===== src/bsd_pkg.sv =====
package bsd_pkg;

	localparam int unsigned BYTE_W   = 8;
	localparam int unsigned CNT_W    = 4;
	localparam int unsigned PACK_W   = 3;

	localparam logic [3:0] BITS_FULL      = 4'd8;
	localparam logic [3:0] RUN_LEN_RESET  = 4'd4;
	localparam logic       MODE_RESET     = 1'b0;

	// register index on the config channel
	localparam logic REG_MODE    = 1'b0;
	localparam logic REG_RUN_LEN = 1'b1;

	typedef enum logic [1:0] {
		ST_IDLE,
		ST_BIT,
		ST_STUFF,
		ST_FIN
	} state_t;

endpackage


===== src/bit_stuffer_destuffer.sv =====
// Bit stuffer / destuffer for framed byte streams.
// Input beats on s_axis carry up to eight data bits (bit 0 first) and the
// bit count; s_axis_tlast closes a frame. Output beats on m_axis carry packed
// bytes, first bit in bit 0, with the count of valid bits; m_axis_tlast marks
// the frame's final byte. A frame that ends byte-aligned with no byte in its
// last beat yields one empty beat (count 0) with tlast set.
// cfg: index 0 = mode (0 stuff, 1 destuff), index 1 = run length (reset 4).
// Write config only while the block is idle.
// Sequence: take a beat, pass the input bits and each inserted stuff bit
// through the single bit-serial datapath, see the bit count reached, then
// hand off the held byte and the flush byte; only then is the next beat
// taken, so s_axis_tready is high only between beats.
// A completed byte waits in a hold register until it is known whether it is
// the frame's final byte; a stalled m_axis_tready freezes the bit loop when a
// further byte completes, nothing is lost.
// Reset (arst_n low) clears the frame state and sets the registers to their
// reset values.
module bit_stuffer_destuffer (
	input  logic        clk,
	input  logic        arst_n,
	input  logic        s_axis_tvalid,
	output logic        s_axis_tready,
	input  logic [15:0] s_axis_tdata,   // [7:0] in_byte, [11:8] in_bits, [15:12] zero
	input  logic        s_axis_tlast,   // in_last
	output logic        m_axis_tvalid,
	input  logic        m_axis_tready,
	output logic [15:0] m_axis_tdata,   // [7:0] out_byte, [11:8] out_bits, [15:12] zero
	output logic        m_axis_tlast,   // out_last
	input  logic        cfg_valid,
	output logic        cfg_ready,
	input  logic        cfg_index,
	input  logic [3:0]  cfg_data
);
	import bsd_pkg::*;

	state_t state_q, state_d;

	logic        mode_q;
	logic [3:0]  run_len_q;

	logic [7:0]  byte_q;
	logic [3:0]  nb_q;
	logic        last_q;
	logic [3:0]  idx_q;

	logic [3:0]  run_count_q;
	logic        prev_bit_q;
	logic        prev_valid_q;
	logic        drop_pending_q;
	logic [7:0]  pack_shift_q;
	logic [2:0]  pack_count_q;

	logic [7:0]  hold_q;
	logic        hold_valid_q;

	logic        out_valid_q;
	logic [7:0]  out_byte_q;
	logic [3:0]  out_bits_q;
	logic        out_last_q;

	logic        s_acc;
	logic        out_free;
	logic [3:0]  rl_eff;
	logic        cur_bit;
	logic        done_bits;
	logic        brk;
	logic [3:0]  rc_new;
	logic        run_hit;
	logic        put_val;
	logic        byte_full;
	logic [7:0]  new_shift;
	logic        put_stall;

	// control strobes
	logic        put_en;
	logic        drop_en;
	logic        bit_en;
	logic        stuff_en;
	logic        fin_hold;
	logic        fin_flush;
	logic        frame_clr;

	assign s_axis_tready = (state_q == ST_IDLE);
	assign s_acc         = s_axis_tvalid && s_axis_tready;
	assign cfg_ready     = 1'b1;
	assign out_free      = !out_valid_q || m_axis_tready;

	assign rl_eff    = (run_len_q == 4'd0) ? 4'd1 : run_len_q;
	assign cur_bit   = byte_q[idx_q[2:0]];
	assign done_bits = (idx_q == nb_q);
	assign brk       = last_q && mode_q && prev_valid_q && (pack_count_q == 3'd0);
	assign rc_new    = (prev_valid_q && (cur_bit == prev_bit_q)) ? run_count_q + 4'd1 : 4'd1;
	assign run_hit   = (rc_new >= rl_eff);
	assign put_val   = (state_q == ST_STUFF) ? ~prev_bit_q : cur_bit;
	assign byte_full = (pack_count_q == 3'd7);
	assign new_shift = pack_shift_q | (8'(put_val) << pack_count_q);
	assign put_stall = byte_full && hold_valid_q && !out_free;

	// next state
	always_comb begin
		state_d = state_q;
		unique case (state_q)
			ST_IDLE: begin
				if (s_acc) state_d = ST_BIT;
			end
			ST_BIT: begin
				priority if (done_bits || brk) state_d = ST_FIN;
				else if (mode_q && drop_pending_q) state_d = ST_BIT;
				else if (put_stall) state_d = ST_BIT;
				else if (run_hit && !mode_q) state_d = ST_STUFF;
				else state_d = ST_BIT;
			end
			ST_STUFF: begin
				if (!put_stall) state_d = ST_BIT;
			end
			ST_FIN: begin
				priority if (hold_valid_q) begin
					if (out_free)
						state_d = (last_q && pack_count_q != 3'd0) ? ST_FIN : ST_IDLE;
				end else if (!last_q) begin
					state_d = ST_IDLE;
				end else if (out_free) begin
					state_d = ST_IDLE;
				end
			end
			default: state_d = ST_IDLE;
		endcase
	end

	// datapath strobes
	always_comb begin
		put_en    = 1'b0;
		drop_en   = 1'b0;
		bit_en    = 1'b0;
		stuff_en  = 1'b0;
		fin_hold  = 1'b0;
		fin_flush = 1'b0;
		frame_clr = 1'b0;
		unique case (state_q)
			ST_IDLE: ;
			ST_BIT: begin
				if (!(done_bits || brk)) begin
					if (mode_q && drop_pending_q) begin
						drop_en = 1'b1;
					end else if (!put_stall) begin
						put_en = 1'b1;
						bit_en = 1'b1;
					end
				end
			end
			ST_STUFF: begin
				if (!put_stall) begin
					put_en   = 1'b1;
					stuff_en = 1'b1;
				end
			end
			ST_FIN: begin
				if (hold_valid_q) begin
					fin_hold  = out_free;
					frame_clr = out_free && last_q && (pack_count_q == 3'd0);
				end else if (last_q) begin
					fin_flush = out_free;
					frame_clr = out_free;
				end
			end
			default: ;
		endcase
	end

	always_ff @(posedge clk or negedge arst_n) begin
		if (!arst_n) begin
			state_q        <= ST_IDLE;
			mode_q         <= MODE_RESET;
			run_len_q      <= RUN_LEN_RESET;
			idx_q          <= 4'd0;
			run_count_q    <= 4'd0;
			prev_bit_q     <= 1'b0;
			prev_valid_q   <= 1'b0;
			drop_pending_q <= 1'b0;
			pack_shift_q   <= 8'd0;
			pack_count_q   <= 3'd0;
			hold_valid_q   <= 1'b0;
			out_valid_q    <= 1'b0;
		end else begin
			state_q <= state_d;

			if (cfg_valid && cfg_ready) begin
				unique case (cfg_index)
					REG_MODE:    mode_q    <= cfg_data[0];
					REG_RUN_LEN: run_len_q <= cfg_data;
					default: ;
				endcase
			end

			if (s_acc) idx_q <= 4'd0;
			else if (bit_en || drop_en) idx_q <= idx_q + 4'd1;

			if (drop_en) begin
				drop_pending_q <= 1'b0;
				prev_bit_q     <= cur_bit;
				prev_valid_q   <= 1'b1;
				run_count_q    <= 4'd1;
			end

			if (bit_en) begin
				prev_bit_q   <= cur_bit;
				prev_valid_q <= 1'b1;
				run_count_q  <= (run_hit && mode_q) ? 4'd0 : rc_new;
				if (run_hit && mode_q)
					drop_pending_q <= 1'b1;
			end

			if (stuff_en) begin
				prev_bit_q  <= ~prev_bit_q;
				run_count_q <= 4'd1;
			end

			if (put_en) begin
				if (byte_full) begin
					pack_shift_q <= 8'd0;
					pack_count_q <= 3'd0;
					hold_valid_q <= 1'b1;
				end else begin
					pack_shift_q <= new_shift;
					pack_count_q <= pack_count_q + 3'd1;
				end
			end

			if (fin_hold) hold_valid_q <= 1'b0;

			if ((put_en && byte_full && hold_valid_q) || fin_hold || fin_flush)
				out_valid_q <= 1'b1;
			else if (m_axis_tready)
				out_valid_q <= 1'b0;

			if (frame_clr) begin
				run_count_q    <= 4'd0;
				prev_bit_q     <= 1'b0;
				prev_valid_q   <= 1'b0;
				drop_pending_q <= 1'b0;
				pack_shift_q   <= 8'd0;
				pack_count_q   <= 3'd0;
			end
		end
	end

	// payload registers
	always_ff @(posedge clk) begin
		if (s_acc) begin
			byte_q <= s_axis_tdata[7:0];
			nb_q   <= (s_axis_tdata[11:8] > BITS_FULL) ? BITS_FULL : s_axis_tdata[11:8];
			last_q <= s_axis_tlast;
		end
		if (put_en && byte_full) hold_q <= new_shift;
		if ((put_en && byte_full && hold_valid_q) || fin_hold) begin
			out_byte_q <= hold_q;
			out_bits_q <= BITS_FULL;
			out_last_q <= fin_hold && last_q && (pack_count_q == 3'd0);
		end else if (fin_flush) begin
			out_byte_q <= (pack_count_q != 3'd0) ? pack_shift_q : 8'd0;
			out_bits_q <= {1'b0, pack_count_q};
			out_last_q <= 1'b1;
		end
	end

	assign m_axis_tvalid = out_valid_q;
	assign m_axis_tdata  = {4'd0, out_bits_q, out_byte_q};
	assign m_axis_tlast  = out_last_q;

	// a held byte never outlives its input beat
	a_hold_empty_idle: assert property (@(posedge clk) disable iff (!arst_n)
		(state_q == ST_IDLE) |-> !hold_valid_q)
		else $error("hold byte left over while idle");

	a_idx_range: assert property (@(posedge clk) disable iff (!arst_n)
		(state_q == ST_BIT) |-> (idx_q <= nb_q))
		else $error("bit index past bit count");

	a_stuff_mode: assert property (@(posedge clk) disable iff (!arst_n)
		(state_q == ST_STUFF) |-> !mode_q)
		else $error("stuff bit in destuff mode");

	a_empty_is_last: assert property (@(posedge clk) disable iff (!arst_n)
		(out_valid_q && out_bits_q == 4'd0) |-> out_last_q)
		else $error("empty beat without tlast");

	a_frame_cleared: assert property (@(posedge clk) disable iff (!arst_n)
		frame_clr |=> (pack_count_q == 3'd0 && !prev_valid_q && !drop_pending_q))
		else $error("frame state not cleared");

endmodule


===== config.mk =====
export PLATFORM = sky130hd
export DESIGN_NAME = bit_stuffer_destuffer
export DESIGN_NICKNAME = d
export VERILOG_FILES = /design/src/bsd_pkg.sv /design/src/bit_stuffer_destuffer.sv
export SDC_FILE = /design/constraint.sdc
export NUM_CORES = 1
export LEC_CHECK = 0
export ABC_AREA = 1
export BUFFER_PORTS_ARGS = -buffer_cell sky130_fd_sc_hd__buf_2
export CAP_MARGIN = 10
export CORE_MARGIN = 4
export CORE_UTILIZATION = 57
export DETAILED_ROUTE_END_ITERATION = 6
export PLACE_DENSITY_LB_ADDON = 0.2
export SLEW_MARGIN = 20
export SYNTH_ARGS = -nofsm -noshare
export SYNTH_HDL_FRONTEND = slang
export SYNTH_SLANG_ARGS = --single-unit

===== constraint.sdc =====
create_clock -name clk -period 2.8 [get_ports clk]
set_clock_uncertainty 0.05 [all_clocks]
set_input_delay 0.56 -clock clk [delete_from_list [all_inputs] [get_ports clk]]
set_output_delay 0.56 -clock clk [all_outputs]
set_load 0.05 [all_outputs]

==> metrics <==
DRC viols=0; leak pwr=2.02 nW; Yosys top cell area share=a little over a quarter; antenna violations before repair=0; initial core utilization=58.7%; Nets=between 400 and 500; Final Max Tran Viols=0; NetSw=about 1.9 mW; vias in the first global route=2638; synthesized area=between 0.003 and 0.004 sq mm; Area Growth Syn to Fin=13.0%; Cell Int Power=2.27 mW; Reg2Reg Depth=16; vias=~2.6k; largest net degree at the start of global routing=32; Syn. warnings=0; GRT Total Usage=between 20% and 30%; Die X=85.8 um; first-pass GRT wire length=11900 um; EDFF count, synth=30; Top FF cell, synth=edfxtp_1; most frequent cells in the layout=nand2_1, inv_1, nand3_1, buf_2; Fmax=~0.39 GHz; Clock power frac=roughly a fifth; root buf cell=clkbuf_8; core area=between 0.005 and 0.006 sq mm; status=finished clean; Post-synth ARST share=between 40% and 50%; Die Area=between 0.007 and 0.008 sq mm; top cells by area, synth=edfxtp_1, dfrtp_1, nand2_1, inv_1, nand3_1; row count=28; CP Max Fanout=8; Period Utilization, post-route=approximately nine tenths; Reg power frac=around a third; crit path time final=approximately 2500 ps; Final Hold Fails=0; Comb power frac=a little under half; #FFs+latches synth=65; DRT Pass-1 Iters=5; CTS clk-pin slew, worst paths=~70 ps; largest area contributor in the netlist=edfxtp_1; worst min path class=primary input to asynchronous set/reset pin; crit path DAT=around 2800 ps; CTS tree=built; startpoint types=flop; Setup CP Type=flop to flop; # setup viols final=0; R2R Setup Slk=about 250 ps; Req. time, crit path=a little over 3000 ps; Overflow after GRT=0; Num CTS Buffers=9; CTS H-tree lvls=3; Final Power=between 4 and 5 mW; switching power share of the total=between 40% and 50%; Sink Count=65; HPWL after DPL=~5000 um; Max Cap Viol=0; post-route setup TNS=0 ps; R2R Path End=run_count_q[2]; hold buffer count at CTS=0; clock buffer depth=2; ANT nets after route=0; Routed WL per cell=between 10 and 15 um; Avg Inst Size Synth=around 8.8 sq um; Syn Inst Count=just under 400; die height=between 80 and 90 um; worst vdd ir=between 500 and 600 uV; Iter 0 DRT Violations=99; clk_lat worst skew=approximately 340 ps; routed wire length=6720 um; via/cell ratio=5.07; ratio of cells with drive above 1 in the final layout=21.7%; commonest non-fill, non-tap cell in the layout=nand2_1; Crit. End Element=flop; n_diodes=0; synth unique cells=38; Worst-Margin Slew=~700 ps; Max-slew headroom=between 50 and 60%; Pwr Density=around 1100 mW/mm^2; I/O pin cnt=47; post-synthesis sequential area ratio=a little over 50%; RePlAce Congestion=slightly below 0.8; reg2reg start=idx_q[0]; # port buffers=37
flip-flops by register name (all words and copies together), names as in the netlist:
signal and flops:
prev_bit_q 1, nb_q 4, state_q 2, run_count_q 4, idx_q 4, drop_pending_q 1, last_q 1, byte_q 8
run_len_q 4, pack_shift_q 8, pack_count_q 3, mode_q 1, m_axis_tvalid 1, out_bits_q 4, m_axis_tlast 1, out_byte_q 8
prev_valid_q 1, hold_valid_q 1, hold_q 8
power by group through the flow:
stage	clock network [mW]	logic, mW	registers [mW]
6_report	0.770	1.91	1.46
5_1_grt	0.825	2.17	1.50
4_1_cts	0.781	1.84	1.46
3_5_place_dp	0	1.83	1.48
3_3_place_gp	0	1.78	1.47
2_1_floorplan	0	1.29	1.62
cells by family after synthesis:
| group | after synthesis | synth area share, % |
|---|---|---|
| compound gates | 30 | 5.36 |
| buf+inv | 77 | 9.46 |
| xor+xnor | 6 | 1.52 |
| simple gates | 200 | 27.8 |
| other cells | 2 | 0.217 |
| fa+ha+maj | 13 | 4.71 |
| flops | 65 | 50.9 |
metrics by stage:
stage / setup WS, ps / hold WS (ps) / utilization, % / std cells / cell area, sq um
2_1_floorplan: 436 / 214 / - / 396 / 3460
3_3_place_gp: 169 / 387 / 62.5 / 500 / 3680
3_5_place_dp: 95.7 / 426 / 62.5 / 500 / 3680
4_1_cts: 70.1 / 233 / 65.7 / 516 / 3870
5_1_grt: -31.2 / 266 / 66.3 / 518 / 3900
6_report: 254 / 223 / 66.3 / 518 / 3900
cell usage after synthesis, types with 2 or more instances:
cell type,count
inv_2,5
nor3_1,2
conb_1,2
xor2_1,5
a31oi_1,2
or2_2,2
nand2_4,4
nor2_1,32
nand3_2,3
inv_1,63
buf_2,2
dfxtp_1,4
o211ai_1,2
ha_1,13
nand2_1,85
dfrtp_1,30
edfxtp_1,30
buf_4,5
nand4_1,11
a21oi_1,9
o21ai_0,10
nand3_1,43
nand2_2,14
critical path, stage by stage (launching register included):
cell,delay [ps]
dfrtp_2,470
inv_2,110
nand2_1,70
nand3_1,70
nand3_1,150
nand2_2,140
nand2_1,60
nand2_1,80
nand2_1,120
a21oi_1,200
ha_1,280
nand4_1,100
nand3_1,100
nand2_1,110
nor3b_4,220
nand2_1,90
nand2_1,70
worst max-delay path by stage:
stage,slack (ps),depth (start not counted),start,to
after CTS,70,18,idx_q[0],run_count_q[2]
final,250,16,idx_q[0],run_count_q[2]
after floorplan,440,11,pack_count_q[0],m_axis_tlast
after global routing,-30,17,idx_q[0],drop_pending_q
after global placement,170,18,idx_q[0],run_count_q[1]
after detailed placement,100,18,idx_q[0],run_count_q[2]
layer usage:
metal  global-route usage, %  wire, um  vias to the layer above
met5                       0         0                        -
met4                    7.91        71                        0
met3                    5.00       412                        8
met2                    32.0      3100                       77
met1                    28.1      3140                     1190
li1                        -         -                     1349
area by class of cell:
type                            count  area (sq um)
Clock buffer                       10           128
Clock inverter                      6          58.8
Fill cell                         512          1980
Inverter                           68           255
Multi-Input combinational cell    254          1400
Sequential cell                    65          1760
Tap cell                           75          93.8
Timing Repair Buffer               40           208
what timing repair did:
item                                    4_1_cts  5_1_grt
resized for setup                             0        7
hold endpoints to repair                      0        0
endpoints found under the setup margin        0        7
setup buffers                                 0        2
Power figures use the tool's default switching activity.
